$ cat config.mk
export PLATFORM = sky130hd
export DESIGN_NAME = load_cell_sample_smoother_top
export DESIGN_NICKNAME = d
export VERILOG_FILES = /design/src/sv/lcss_pkg.sv /design/src/sv/lcss_ring.sv /design/src/sv/lcss_accum.sv /design/src/sv/load_cell_sample_smoother_top.sv
export SDC_FILE = /design/constraint.sdc
export NUM_CORES = 1
export LEC_CHECK = 0
export ABC_CLOCK_PERIOD_IN_PS = 11400
export BUFFER_PORTS_ARGS = -buffer_cell sky130_fd_sc_hd__buf_2
export CAP_MARGIN = 25
export CORE_UTILIZATION = 40
export CTS_CLUSTER_DIAMETER = 40
export CTS_CLUSTER_SIZE = 14
export DETAILED_ROUTE_END_ITERATION = 6
export PLACE_DENSITY = 0.54
export SLEW_MARGIN = 40
export SYNTH_ARGS = -nofsm -noshare
export SYNTH_HDL_FRONTEND = slang
export SYNTH_SLANG_ARGS = --single-unit
$ cat constraint.sdc
create_clock -name clk_i -period 11.4 [get_ports clk_i]
set_input_delay 3.42 -clock clk_i [delete_from_list [all_inputs] [get_ports clk_i]]
set_output_delay 3.42 -clock clk_i [all_outputs]
set_load 0.01 [all_outputs]
$ cat src/sv/lcss_pkg.sv
// ----------------------------------------------------------------------------
// Load cell sample smoother package
// Shared constants, codes and types for the trimmed moving average block.
// ----------------------------------------------------------------------------
package lcss_pkg;

  localparam int WINDOW_MAX   = 16;
  localparam int TRIM_HIGH    = 1;
  localparam int TRIM_LOW     = 1;
  localparam int TARE_SAMPLES = 18;

  localparam int RING_DEPTH   = WINDOW_MAX + TRIM_HIGH + TRIM_LOW;
  localparam int DATA_W       = 24;
  localparam int NET_W        = DATA_W + 1;
  localparam int IDX_W        = $clog2(RING_DEPTH);
  localparam int LEN_W        = $clog2(RING_DEPTH + 1);
  localparam int SUM_W        = DATA_W + $clog2(RING_DEPTH + 1);
  localparam int PROG_W       = $clog2(TARE_SAMPLES + 1);
  localparam int K_W          = 3;
  localparam int WIN_LOG2_MAX = $clog2(WINDOW_MAX + 1) - 1;

  localparam logic [DATA_W-1:0] MASK24    = 24'hFFFFFF;
  localparam logic [DATA_W-1:0] SIGN_FLIP = 24'h800000;

  // request kinds carried in the input tuser
  localparam logic [1:0] REQ_SAMPLE = 2'd0;
  localparam logic [1:0] REQ_TARE   = 2'd1;
  localparam logic [1:0] REQ_LOAD   = 2'd2;

  // result status carried in the output tuser
  localparam logic [1:0] STAT_NONE   = 2'd0;
  localparam logic [1:0] STAT_STORED = 2'd1;
  localparam logic [1:0] STAT_TARE   = 2'd2;

  // configuration register indexes
  localparam logic REG_WINDOW_LOG2 = 1'b0;
  localparam logic REG_REVERSE     = 1'b1;

  typedef enum logic [1:0] {
    ACC_HOLD,
    ACC_CLEAR,
    ACC_ADD,
    ACC_TRIM
  } acc_op_e;

  typedef enum logic [1:0] {
    ST_IDLE,
    ST_WALK,
    ST_TRIM,
    ST_DONE
  } seq_state_e;

endpackage

$ cat src/sv/lcss_ring.sv
// ----------------------------------------------------------------------------
// Sample ring
// Register ring of offset-binary samples, one write and one read port.
// ----------------------------------------------------------------------------
module lcss_ring (
  input  logic                          clk_i,
  input  logic                          rst_ni,
  input  logic                          we_i,
  input  logic [lcss_pkg::IDX_W-1:0]    wr_addr_i,
  input  logic [lcss_pkg::DATA_W-1:0]   wr_data_i,
  input  logic [lcss_pkg::IDX_W-1:0]    rd_addr_i,
  output logic [lcss_pkg::DATA_W-1:0]   rd_data_o
);

  logic [lcss_pkg::DATA_W-1:0] ring_q [lcss_pkg::RING_DEPTH];

  always_ff @(posedge clk_i or negedge rst_ni) begin
    if (!rst_ni) begin
      for (int i = 0; i < lcss_pkg::RING_DEPTH; i++) begin
        ring_q[i] <= '0;
      end
    end else if (we_i) begin
      ring_q[wr_addr_i] <= wr_data_i;
    end
  end

  assign rd_data_o = ring_q[rd_addr_i];

endmodule

$ cat src/sv/lcss_accum.sv
// ----------------------------------------------------------------------------
// Shared accumulate unit
// Running sum, minimum and maximum over the ring walk, then trim.
// ----------------------------------------------------------------------------
module lcss_accum (
  input  logic                          clk_i,
  input  lcss_pkg::acc_op_e             op_i,
  input  logic [lcss_pkg::DATA_W-1:0]   sample_i,
  output logic [lcss_pkg::SUM_W-1:0]    sum_o
);

  logic [lcss_pkg::SUM_W-1:0]  sum_q, sum_d;
  logic [lcss_pkg::DATA_W-1:0] lo_q, lo_d;
  logic [lcss_pkg::DATA_W-1:0] hi_q, hi_d;
  logic [lcss_pkg::SUM_W-1:0]  lo_trim, hi_trim;

  assign lo_trim = (lcss_pkg::TRIM_LOW != 0)  ? lcss_pkg::SUM_W'(lo_q) : '0;
  assign hi_trim = (lcss_pkg::TRIM_HIGH != 0) ? lcss_pkg::SUM_W'(hi_q) : '0;

  always_comb begin
    sum_d = sum_q;
    lo_d  = lo_q;
    hi_d  = hi_q;
    case (op_i)
      lcss_pkg::ACC_CLEAR: begin
        sum_d = '0;
        lo_d  = lcss_pkg::MASK24;
        hi_d  = '0;
      end
      lcss_pkg::ACC_ADD: begin
        sum_d = sum_q + lcss_pkg::SUM_W'(sample_i);
        if (sample_i < lo_q) lo_d = sample_i;
        if (sample_i > hi_q) hi_d = sample_i;
      end
      lcss_pkg::ACC_TRIM: begin
        sum_d = sum_q - lo_trim - hi_trim;
      end
      default: begin
        sum_d = sum_q;
      end
    endcase
  end

  always_ff @(posedge clk_i) begin
    sum_q <= sum_d;
    lo_q  <= lo_d;
    hi_q  <= hi_d;
  end

  assign sum_o = sum_q;

endmodule

$ cat src/sv/load_cell_sample_smoother_top.sv
// ----------------------------------------------------------------------------
// Load cell sample smoother
// Trimmed moving average of bridge converter words with tare capture.
// ----------------------------------------------------------------------------
// Input stream: tuser holds the request kind (sample, start tare, load
// offset), tdata holds the conversion word and the offset to load.
// Output stream: one transfer per accepted input, tdata holds the smoothed
// value and the signed net value, tuser holds the status.
// Each result is formed over a walk of len ring entries, where
// len = 2^k + 2 ring entries (18 entries at k = 4):
// the shared accumulate unit walks one ring entry per cycle, then the trim
// step subtracts min and max, and the final step shifts, saturates, forms the net
// value and loads the output register.
// s_axis_tready_o is high only while the sequencer idles, so a new item
// is taken only once the previous item has left the final step.
// A finished result sits in the output register; the next item is taken and
// walked while it waits, and only the final step holds until the receiver
// takes the pending result.
// Reset clears the ring, the write position, tare state and offset, sets the
// window to 16 samples and leaves the output empty.
// Configuration writes take effect at once and belong between items.
// ----------------------------------------------------------------------------
module load_cell_sample_smoother_top (
  input  logic        clk_i,
  input  logic        rst_ni,
  input  logic        cfg_we_i,
  input  logic        cfg_idx_i,
  input  logic [2:0]  cfg_wdata_i,
  input  logic        s_axis_tvalid_i,
  output logic        s_axis_tready_o,
  input  logic [47:0] s_axis_tdata_i,   // raw_sample [23:0], tare_value [47:24]
  input  logic [1:0]  s_axis_tuser_i,   // req_type [1:0]
  output logic        m_axis_tvalid_o,
  input  logic        m_axis_tready_i,
  output logic [55:0] m_axis_tdata_o,   // smoothed [23:0], net_value [48:24]
  output logic [1:0]  m_axis_tuser_o    // status [1:0]
);

  localparam int DW = lcss_pkg::DATA_W;

  lcss_pkg::seq_state_e state_q, state_d;
  lcss_pkg::acc_op_e    acc_op;

  logic [lcss_pkg::K_W-1:0]    win_log2_q, k_eff, k_q;
  logic                        reverse_q;
  logic [lcss_pkg::IDX_W-1:0]  wp_q, wp_d;
  logic [lcss_pkg::IDX_W-1:0]  idx_q, idx_d;
  logic [lcss_pkg::LEN_W-1:0]  len, len_q;
  logic [lcss_pkg::LEN_W:0]    wp_inc;
  logic                        pend_q, pend_d;
  logic [lcss_pkg::PROG_W-1:0] prog_q, prog_d;
  logic [DW-1:0]               offset_q, offset_d;
  logic                        cap_q, cap_d;
  logic [1:0]                  stat_q, stat_d;

  logic                        in_xfer, out_free;
  logic [DW-1:0]               data_flip, data_in;
  logic                        ring_we;
  logic [DW-1:0]               ring_rdata;
  logic [lcss_pkg::SUM_W-1:0]  sum, sum_sh;
  logic [DW-1:0]               sm;
  logic [lcss_pkg::NET_W-1:0]  net;

  logic                        out_valid_q;
  logic [DW-1:0]               sm_q;
  logic [lcss_pkg::NET_W-1:0]  net_q;
  logic [1:0]                  out_stat_q;

  assign in_xfer  = s_axis_tvalid_i && s_axis_tready_o;
  assign out_free = !out_valid_q || m_axis_tready_i;

  // Saturate the window to the ring size
  assign k_eff = (win_log2_q > lcss_pkg::K_W'(lcss_pkg::WIN_LOG2_MAX))
               ? lcss_pkg::K_W'(lcss_pkg::WIN_LOG2_MAX) : win_log2_q;
  assign len   = (lcss_pkg::LEN_W'(1) << k_eff)
               + lcss_pkg::LEN_W'(lcss_pkg::TRIM_HIGH + lcss_pkg::TRIM_LOW);
  assign wp_inc = (lcss_pkg::LEN_W+1)'(wp_q) + (lcss_pkg::LEN_W+1)'(1);

  assign data_flip = s_axis_tdata_i[DW-1:0] ^ lcss_pkg::SIGN_FLIP;
  assign data_in   = reverse_q ? (lcss_pkg::MASK24 - data_flip) : data_flip;

  // Configuration registers
  always_ff @(posedge clk_i or negedge rst_ni) begin
    if (!rst_ni) begin
      win_log2_q <= lcss_pkg::K_W'(4);
      reverse_q  <= 1'b0;
    end else if (cfg_we_i) begin
      unique case (cfg_idx_i)
        lcss_pkg::REG_WINDOW_LOG2: win_log2_q <= cfg_wdata_i;
        lcss_pkg::REG_REVERSE:     reverse_q  <= cfg_wdata_i[0];
        default:                   reverse_q  <= reverse_q;
      endcase
    end
  end

  // Sequencer
  always_comb begin
    state_d   = state_q;
    acc_op    = lcss_pkg::ACC_HOLD;
    wp_d      = wp_q;
    idx_d     = idx_q;
    pend_d    = pend_q;
    prog_d    = prog_q;
    offset_d  = offset_q;
    cap_d     = cap_q;
    stat_d    = stat_q;
    ring_we   = 1'b0;
    s_axis_tready_o = 1'b0;
    unique case (state_q)
      lcss_pkg::ST_IDLE: begin
        s_axis_tready_o = 1'b1;
        if (s_axis_tvalid_i) begin
          acc_op  = lcss_pkg::ACC_CLEAR;
          idx_d   = '0;
          cap_d   = 1'b0;
          stat_d  = lcss_pkg::STAT_NONE;
          state_d = lcss_pkg::ST_WALK;
          case (s_axis_tuser_i)
            lcss_pkg::REQ_SAMPLE: begin
              wp_d = (wp_inc >= (lcss_pkg::LEN_W+1)'(len))
                   ? '0 : lcss_pkg::IDX_W'(wp_inc);
              if (data_in != '0) begin
                ring_we = 1'b1;
                stat_d  = lcss_pkg::STAT_STORED;
                if (pend_q) begin
                  if (prog_q < lcss_pkg::PROG_W'(lcss_pkg::TARE_SAMPLES)) begin
                    prog_d = prog_q + lcss_pkg::PROG_W'(1);
                  end else begin
                    prog_d = '0;
                    pend_d = 1'b0;
                    cap_d  = 1'b1;
                    stat_d = lcss_pkg::STAT_TARE;
                  end
                end
              end
            end
            lcss_pkg::REQ_TARE: begin
              pend_d = 1'b1;
              prog_d = '0;
            end
            lcss_pkg::REQ_LOAD: begin
              offset_d = s_axis_tdata_i[2*DW-1:DW];
            end
            default: begin
              stat_d = lcss_pkg::STAT_NONE;
            end
          endcase
        end
      end
      lcss_pkg::ST_WALK: begin
        acc_op = lcss_pkg::ACC_ADD;
        if ((lcss_pkg::LEN_W)'(idx_q) == len_q - lcss_pkg::LEN_W'(1)) begin
          state_d = lcss_pkg::ST_TRIM;
        end else begin
          idx_d = idx_q + lcss_pkg::IDX_W'(1);
        end
      end
      lcss_pkg::ST_TRIM: begin
        acc_op  = lcss_pkg::ACC_TRIM;
        state_d = lcss_pkg::ST_DONE;
      end
      lcss_pkg::ST_DONE: begin
        if (out_free) begin
          if (cap_q) offset_d = sm;
          state_d = lcss_pkg::ST_IDLE;
        end
      end
      default: begin
        state_d = lcss_pkg::ST_IDLE;
      end
    endcase
  end

  always_ff @(posedge clk_i or negedge rst_ni) begin
    if (!rst_ni) begin
      state_q  <= lcss_pkg::ST_IDLE;
      wp_q     <= '0;
      idx_q    <= '0;
      pend_q   <= 1'b0;
      prog_q   <= '0;
      offset_q <= '0;
      cap_q    <= 1'b0;
      stat_q   <= lcss_pkg::STAT_NONE;
    end else begin
      state_q  <= state_d;
      wp_q     <= wp_d;
      idx_q    <= idx_d;
      pend_q   <= pend_d;
      prog_q   <= prog_d;
      offset_q <= offset_d;
      cap_q    <= cap_d;
      stat_q   <= stat_d;
    end
  end

  // Latch the walk length and shift for this item
  always_ff @(posedge clk_i) begin
    if (in_xfer) begin
      len_q <= len;
      k_q   <= k_eff;
    end
  end

  lcss_ring u_ring (
    .clk_i     (clk_i),
    .rst_ni    (rst_ni),
    .we_i      (ring_we),
    .wr_addr_i (wp_d),
    .wr_data_i (data_in),
    .rd_addr_i (idx_q),
    .rd_data_o (ring_rdata)
  );

  lcss_accum u_accum (
    .clk_i    (clk_i),
    .op_i     (acc_op),
    .sample_i (ring_rdata),
    .sum_o    (sum)
  );

  // Shift, saturate and subtract the offset in effect after this item
  assign sum_sh = sum >> k_q;
  assign sm     = (sum_sh > lcss_pkg::SUM_W'(lcss_pkg::MASK24))
                ? lcss_pkg::MASK24 : sum_sh[DW-1:0];
  assign net    = {1'b0, sm} - {1'b0, offset_d};

  // Output register
  always_ff @(posedge clk_i or negedge rst_ni) begin
    if (!rst_ni) begin
      out_valid_q <= 1'b0;
    end else if (state_q == lcss_pkg::ST_DONE && out_free) begin
      out_valid_q <= 1'b1;
    end else if (m_axis_tready_i) begin
      out_valid_q <= 1'b0;
    end
  end

  always_ff @(posedge clk_i) begin
    if (state_q == lcss_pkg::ST_DONE && out_free) begin
      sm_q       <= sm;
      net_q      <= net;
      out_stat_q <= stat_q;
    end
  end

  assign m_axis_tvalid_o = out_valid_q;
  assign m_axis_tdata_o  = {7'd0, net_q, sm_q};
  assign m_axis_tuser_o  = out_stat_q;

  // The walk index stays inside the latched ring length
  a_walk_bound: assert property (@(posedge clk_i) disable iff (!rst_ni)
    state_q == lcss_pkg::ST_WALK |-> lcss_pkg::LEN_W'(idx_q) < len_q)
    else $error("walk index beyond ring length");

  // The write position never leaves the ring
  a_wp_bound: assert property (@(posedge clk_i) disable iff (!rst_ni)
    lcss_pkg::LEN_W'(wp_q) < lcss_pkg::LEN_W'(lcss_pkg::RING_DEPTH))
    else $error("write position beyond ring");

  // A captured tare makes the reported net value zero
  a_tare_net: assert property (@(posedge clk_i) disable iff (!rst_ni)
    m_axis_tvalid_o && m_axis_tuser_o == lcss_pkg::STAT_TARE
      |-> m_axis_tdata_o[48:24] == '0)
    else $error("net value not zero on tare capture");

  // A result appears only after the final step of an item
  a_result_src: assert property (@(posedge clk_i) disable iff (!rst_ni)
    $rose(m_axis_tvalid_o) |-> $past(state_q) == lcss_pkg::ST_DONE)
    else $error("result without finished item");

endmodule
==> metrics.txt <==
# TYPE chip_impl_metric gauge
chip_impl_info{name="status",value="complete, no violations"} 1
chip_impl_metric{name="fmax",unit="MHz"} 137.2
chip_impl_metric{name="timing_worst_slew_pin_value",unit="ns"} 0.8299
chip_impl_metric{name="gp_congestion",unit=""} 0.8812
chip_impl_info{name="synth_top_family_by_area",value="multiplexers"} 1
chip_impl_info{name="crit_path_start_kind",value="primary input"} 1
chip_impl_metric{name="cts_hold_buf",unit=""} 0
chip_impl_metric{name="effective_utilization_at_floorplan",unit="%"} 40.34
chip_impl_metric{name="clock_tree.buffer_depth",unit=""} 3
chip_impl_metric{name="drt-pass1-iter-count",unit=""} 6
chip_impl_info{name="hold_path.class",value="flip-flop to flip-flop"} 1
chip_impl_info{name="tritoncts",value="done"} 1
chip_impl_metric{name="worst_setup_hold_path_clk_slew",unit="ns"} 0.05
chip_impl_metric{name="synth_enable_flop_cells",unit=""} 136
chip_impl_info{name="critical_path.endpoint_type",value="flip-flop"} 1
chip_impl_metric{name="place_hpwl",unit="mm"} 61.93
chip_impl_info{name="yosys.area.top_type",value="sky130_fd_sc_hd__dfrtp_1"} 1
chip_impl_metric{name="final_min_period_over_clock_period",unit="%"} 63.95
chip_impl_metric{name="hold_slack_final",unit="ns"} 0.4623
chip_impl_metric{name="synth_xor_area_share",unit="%"} 3.123
chip_impl_metric{name="slew_headroom",unit="%"} 44.67
chip_impl_metric{name="synth.yosys.warnings",unit=""} 0
chip_impl_metric{name="synth.distinct_cells",unit=""} 84
chip_impl_metric{name="drt_first_iter_violations",unit=""} 1376
chip_impl_metric{name="final_period_demand_of_the_worst_path",unit="ns"} 7.290
chip_impl_info{name="ctsRootBufferMaster",value="sky130_fd_sc_hd__clkbuf_16"} 1
chip_impl_metric{name="wl_per_cell",unit="um"} 22.27
chip_impl_metric{name="worst_clock_skew",unit="ns"} 0.04793
chip_impl_metric{name="yosysTopAreaCellShare",unit="%"} 35.69
chip_impl_metric{name="drt_drc_violations_left",unit=""} 0
chip_impl_metric{name="synth_compound_area_share",unit="%"} 11.74
chip_impl_metric{name="worstPathMaxFanout",unit=""} 26
chip_impl_metric{name="cts_made_buffers",unit=""} 103
chip_impl_metric{name="muxShareOfSynthArea",unit="%"} 17.32
chip_impl_metric{name="antenna_violations_before_repair",unit=""} 3
chip_impl_metric{name="power.static_leakage",unit="nW"} 17.75
chip_impl_metric{name="antenna_left",unit=""} 0
chip_impl_metric{name="netlist_area",unit="um^2"} 33650
chip_impl_metric{name="post_synthesis_share_of_cell_area_spent_on_and_or_nand_and_nor_gates",unit="%"} 9.571
chip_impl_metric{name="report.final.slew_viol_count",unit=""} 0
chip_impl_metric{name="cts.repair_timing.setup_buffer_count",unit=""} 0
chip_impl_metric{name="insertedDiodeCount",unit=""} 0
chip_impl_info{name="startpoint_to_endpoint_class_of_the_critical_path",value="primary input to flip-flop"} 1
chip_impl_metric{name="vias_in_the_first_global_route",unit=""} 24790
chip_impl_metric{name="fp.coreArea",unit="um^2"} 83420
chip_impl_metric{name="boundaryPins",unit=""} 119
chip_impl_metric{name="core.rowCount",unit=""} 106
chip_impl_metric{name="drt-total-wl",unit="mm"} 94.04
chip_impl_metric{name="power_density",unit="nW/um^2"} 335.5
chip_impl_metric{name="fin_setup_tns",unit="ns"} 0
chip_impl_metric{name="worstPathArrival",unit="ns"} 7.72
chip_impl_info{name="ys_flop_type",value="sky130_fd_sc_hd__dfrtp_1"} 1
chip_impl_metric{name="cts_max_level",unit=""} 3
chip_impl_metric{name="async_reset_ff_share",unit="%"} 77.96
chip_impl_metric{name="grt_overflow_total",unit=""} 0
chip_impl_metric{name="io_buffer_count",unit=""} 111
chip_impl_metric{name="grt_first_pass_wirelength",unit="mm"} 147.7
chip_impl_metric{name="route.detailed.vias_per_inst",unit=""} 5.630
chip_impl_metric{name="report.final.hold_viol_count",unit=""} 0
chip_impl_metric{name="postSynthCellCount",unit=""} 2951
chip_impl_metric{name="final-setup-viol-count",unit=""} 0
chip_impl_metric{name="nNetsFinal",unit=""} 3274
chip_impl_metric{name="number_of_flip_flops_and_latches_in_the_synthesized_netlist",unit=""} 617
chip_impl_metric{name="critical_path_required",unit="ns"} 11.83
chip_impl_metric{name="grt_util_all_layers",unit="%"} 22.35
chip_impl_metric{name="dpl-instance-area",unit="um^2"} 35370
chip_impl_metric{name="grt_start_max_net_pins",unit=""} 140
chip_impl_info{name="grt_setup_unrepaired",value="no"} 1
chip_impl_metric{name="floorplan.die.height",unit="um"} 292.0
chip_impl_info{name="synth_area_leaders",value="sky130_fd_sc_hd__dfrtp_1 36%, sky130_fd_sc_hd__edfxtp_1 12%, sky130_fd_sc_hd__mux4_2 8.0%"} 1
chip_impl_metric{name="clock_sink_count",unit=""} 617
chip_impl_metric{name="syn-mean-instance-area",unit="um^2"} 11.40
chip_impl_metric{name="synth-adder-area-share",unit="%"} 6.603
chip_impl_metric{name="final_design_instance_area_without_fill",unit="um^2"} 39220
chip_impl_metric{name="synth_sequential_area_ratio",unit="%"} 47.91
chip_impl_info{name="most-common-layout-cells",value="476 x sky130_fd_sc_hd__dfrtp_1, 268 x sky130_fd_sc_hd__nor2_1, 234 x sky130_fd_sc_hd__nand2_1"} 1
chip_impl_metric{name="fraction_of_final_layout_cells_sized_beyond_drive_strength_1",unit="%"} 19.45
chip_impl_info{name="mostFrequentLayoutCell",value="sky130_fd_sc_hd__dfrtp_1"} 1
chip_impl_metric{name="die_width",unit="um"} 292.0
chip_impl_metric{name="drv_cap",unit=""} 0
chip_impl_metric{name="design.die.area",unit="um^2"} 85290
chip_impl_metric{name="clock_network_latency_to_the_later_pin_of_the_worst_skew_pair",unit="ns"} 0.67
chip_impl_metric{name="num_vias",unit=""} 23770
chip_impl_metric{name="area_growth",unit="%"} 16.55
chip_impl_metric{name="power.ir.vdd_worst",unit="mV"} 0.1782
chip_impl_metric{name="resize_count_post_cts",unit=""} 0
final timing paths:
path,start,end,slack [ns],cells past startpoint
worst min register to register,stat_q[0],m_axis_tuser_o[0],0.46,0
worst max-delay path,m_axis_tready_i,net_q[23],4.11,18
min in group asynchronous,rst_ni,u_ring.ring_q[92],2.62,1
worst max register to register,idx_q[1],u_accum.sum_o[27],4.77,15
worst min-delay path,stat_q[0],m_axis_tuser_o[0],0.46,0
max in group asynchronous,rst_ni,win_log2_q[2],7.28,4
flip-flops by register name, summed over array words and instances, names as in the netlist, 24 cells and up:
| name | count |
|---|---|
| u_ring.ring_q | 432 |
| u_accum.sum_o | 29 |
| net_q | 25 |
| offset_q | 24 |
| sm_q | 24 |
| u_accum.hi_q | 24 |
| u_accum.lo_q | 24 |
Yosys cell counts (all sizes together), types with 29 or more instances:
library cell  instances
mux2i                57
a21o                 29
clkbuf              100
a21oi               225
xor2                 53
nand4                29
nand2               237
o21ai               181
inv                 133
edfxtp              136
a22o                 46
xnor2                67
ha                  136
buf                  70
mux2                227
dfrtp               480
nor2                268
mux4                120
critical path: stages:
cell and delay, ns:
sky130_fd_sc_hd__buf_2 0.10, sky130_fd_sc_hd__nand2b_1 0.19, sky130_fd_sc_hd__nand2_1 0.09, sky130_fd_sc_hd__buf_4 0.30
sky130_fd_sc_hd__nor2_1 0.07, sky130_fd_sc_hd__buf_4 0.23, sky130_fd_sc_hd__a22o_1 0.20, sky130_fd_sc_hd__a222oi_1 0.59
sky130_fd_sc_hd__ha_1 0.33, sky130_fd_sc_hd__nor2b_1 0.14, sky130_fd_sc_hd__o31ai_1 0.34, sky130_fd_sc_hd__a21oi_1 0.19
sky130_fd_sc_hd__a211o_1 0.34, sky130_fd_sc_hd__o211ai_1 0.31, sky130_fd_sc_hd__a21boi_1 0.17, sky130_fd_sc_hd__or3_1 0.36
sky130_fd_sc_hd__a31oi_1 0.23, sky130_fd_sc_hd__xnor2_1 0.09
cells by family (layout without fill, tap and decap cells):
group,count (synthesis),count (layout)
AO/OA/AOI/OAI,638,638
AND/OR/NAND/NOR,705,705
other,1,7
buffers and inverters,304,489
adder cells (fa/ha/maj),162,162
XOR/XNOR,120,120
multiplexers,404,404
flip-flops,617,617
metal layers:
layer	up-vias	wire, um	global-route usage, %	share of wire (%)
met5	-	43	0	0.046
met4	6	2566	6.727	2.7
li1	10950	-	-	-
met1	12060	39570	28.27	42
met2	562	47810	39.20	51
met3	188	4047	3.539	4.3
area by class of cell:
class | instances | area [um^2]
inverter | 134 | 503.0
tap | 1080 | 1351
timing repair buffer | 161 | 1008
clock buffer | 127 | 2840
clock inverter | 67 | 839.6
sequential | 617 | 16130
fill | 7465 | 44200
multi-input combinational | 2036 | 16540
stage by stage:
| step | util [%] | setup slack [ns] | total power [W] | instances |
|---|---|---|---|---|
| floorplan | - | 4.566 | 0.008045 | 2957 |
| global placement | 42.23 | 3.530 | 0.009786 | 4022 |
| detailed placement | 42.40 | 3.507 | 0.009940 | 4025 |
| CTS | 46.81 | 4.224 | 0.01323 | 4219 |
| global route | 47.01 | 3.939 | 0.01411 | 4222 |
| finish | 47.01 | 4.110 | 0.01316 | 4222 |
report_power, final:
part           internal (W)  switching [W]
logic               0.00265        0.00395
clock network       0.00205        0.00117
registers           0.00300       0.000326
(Power assumes the default switching activity.)
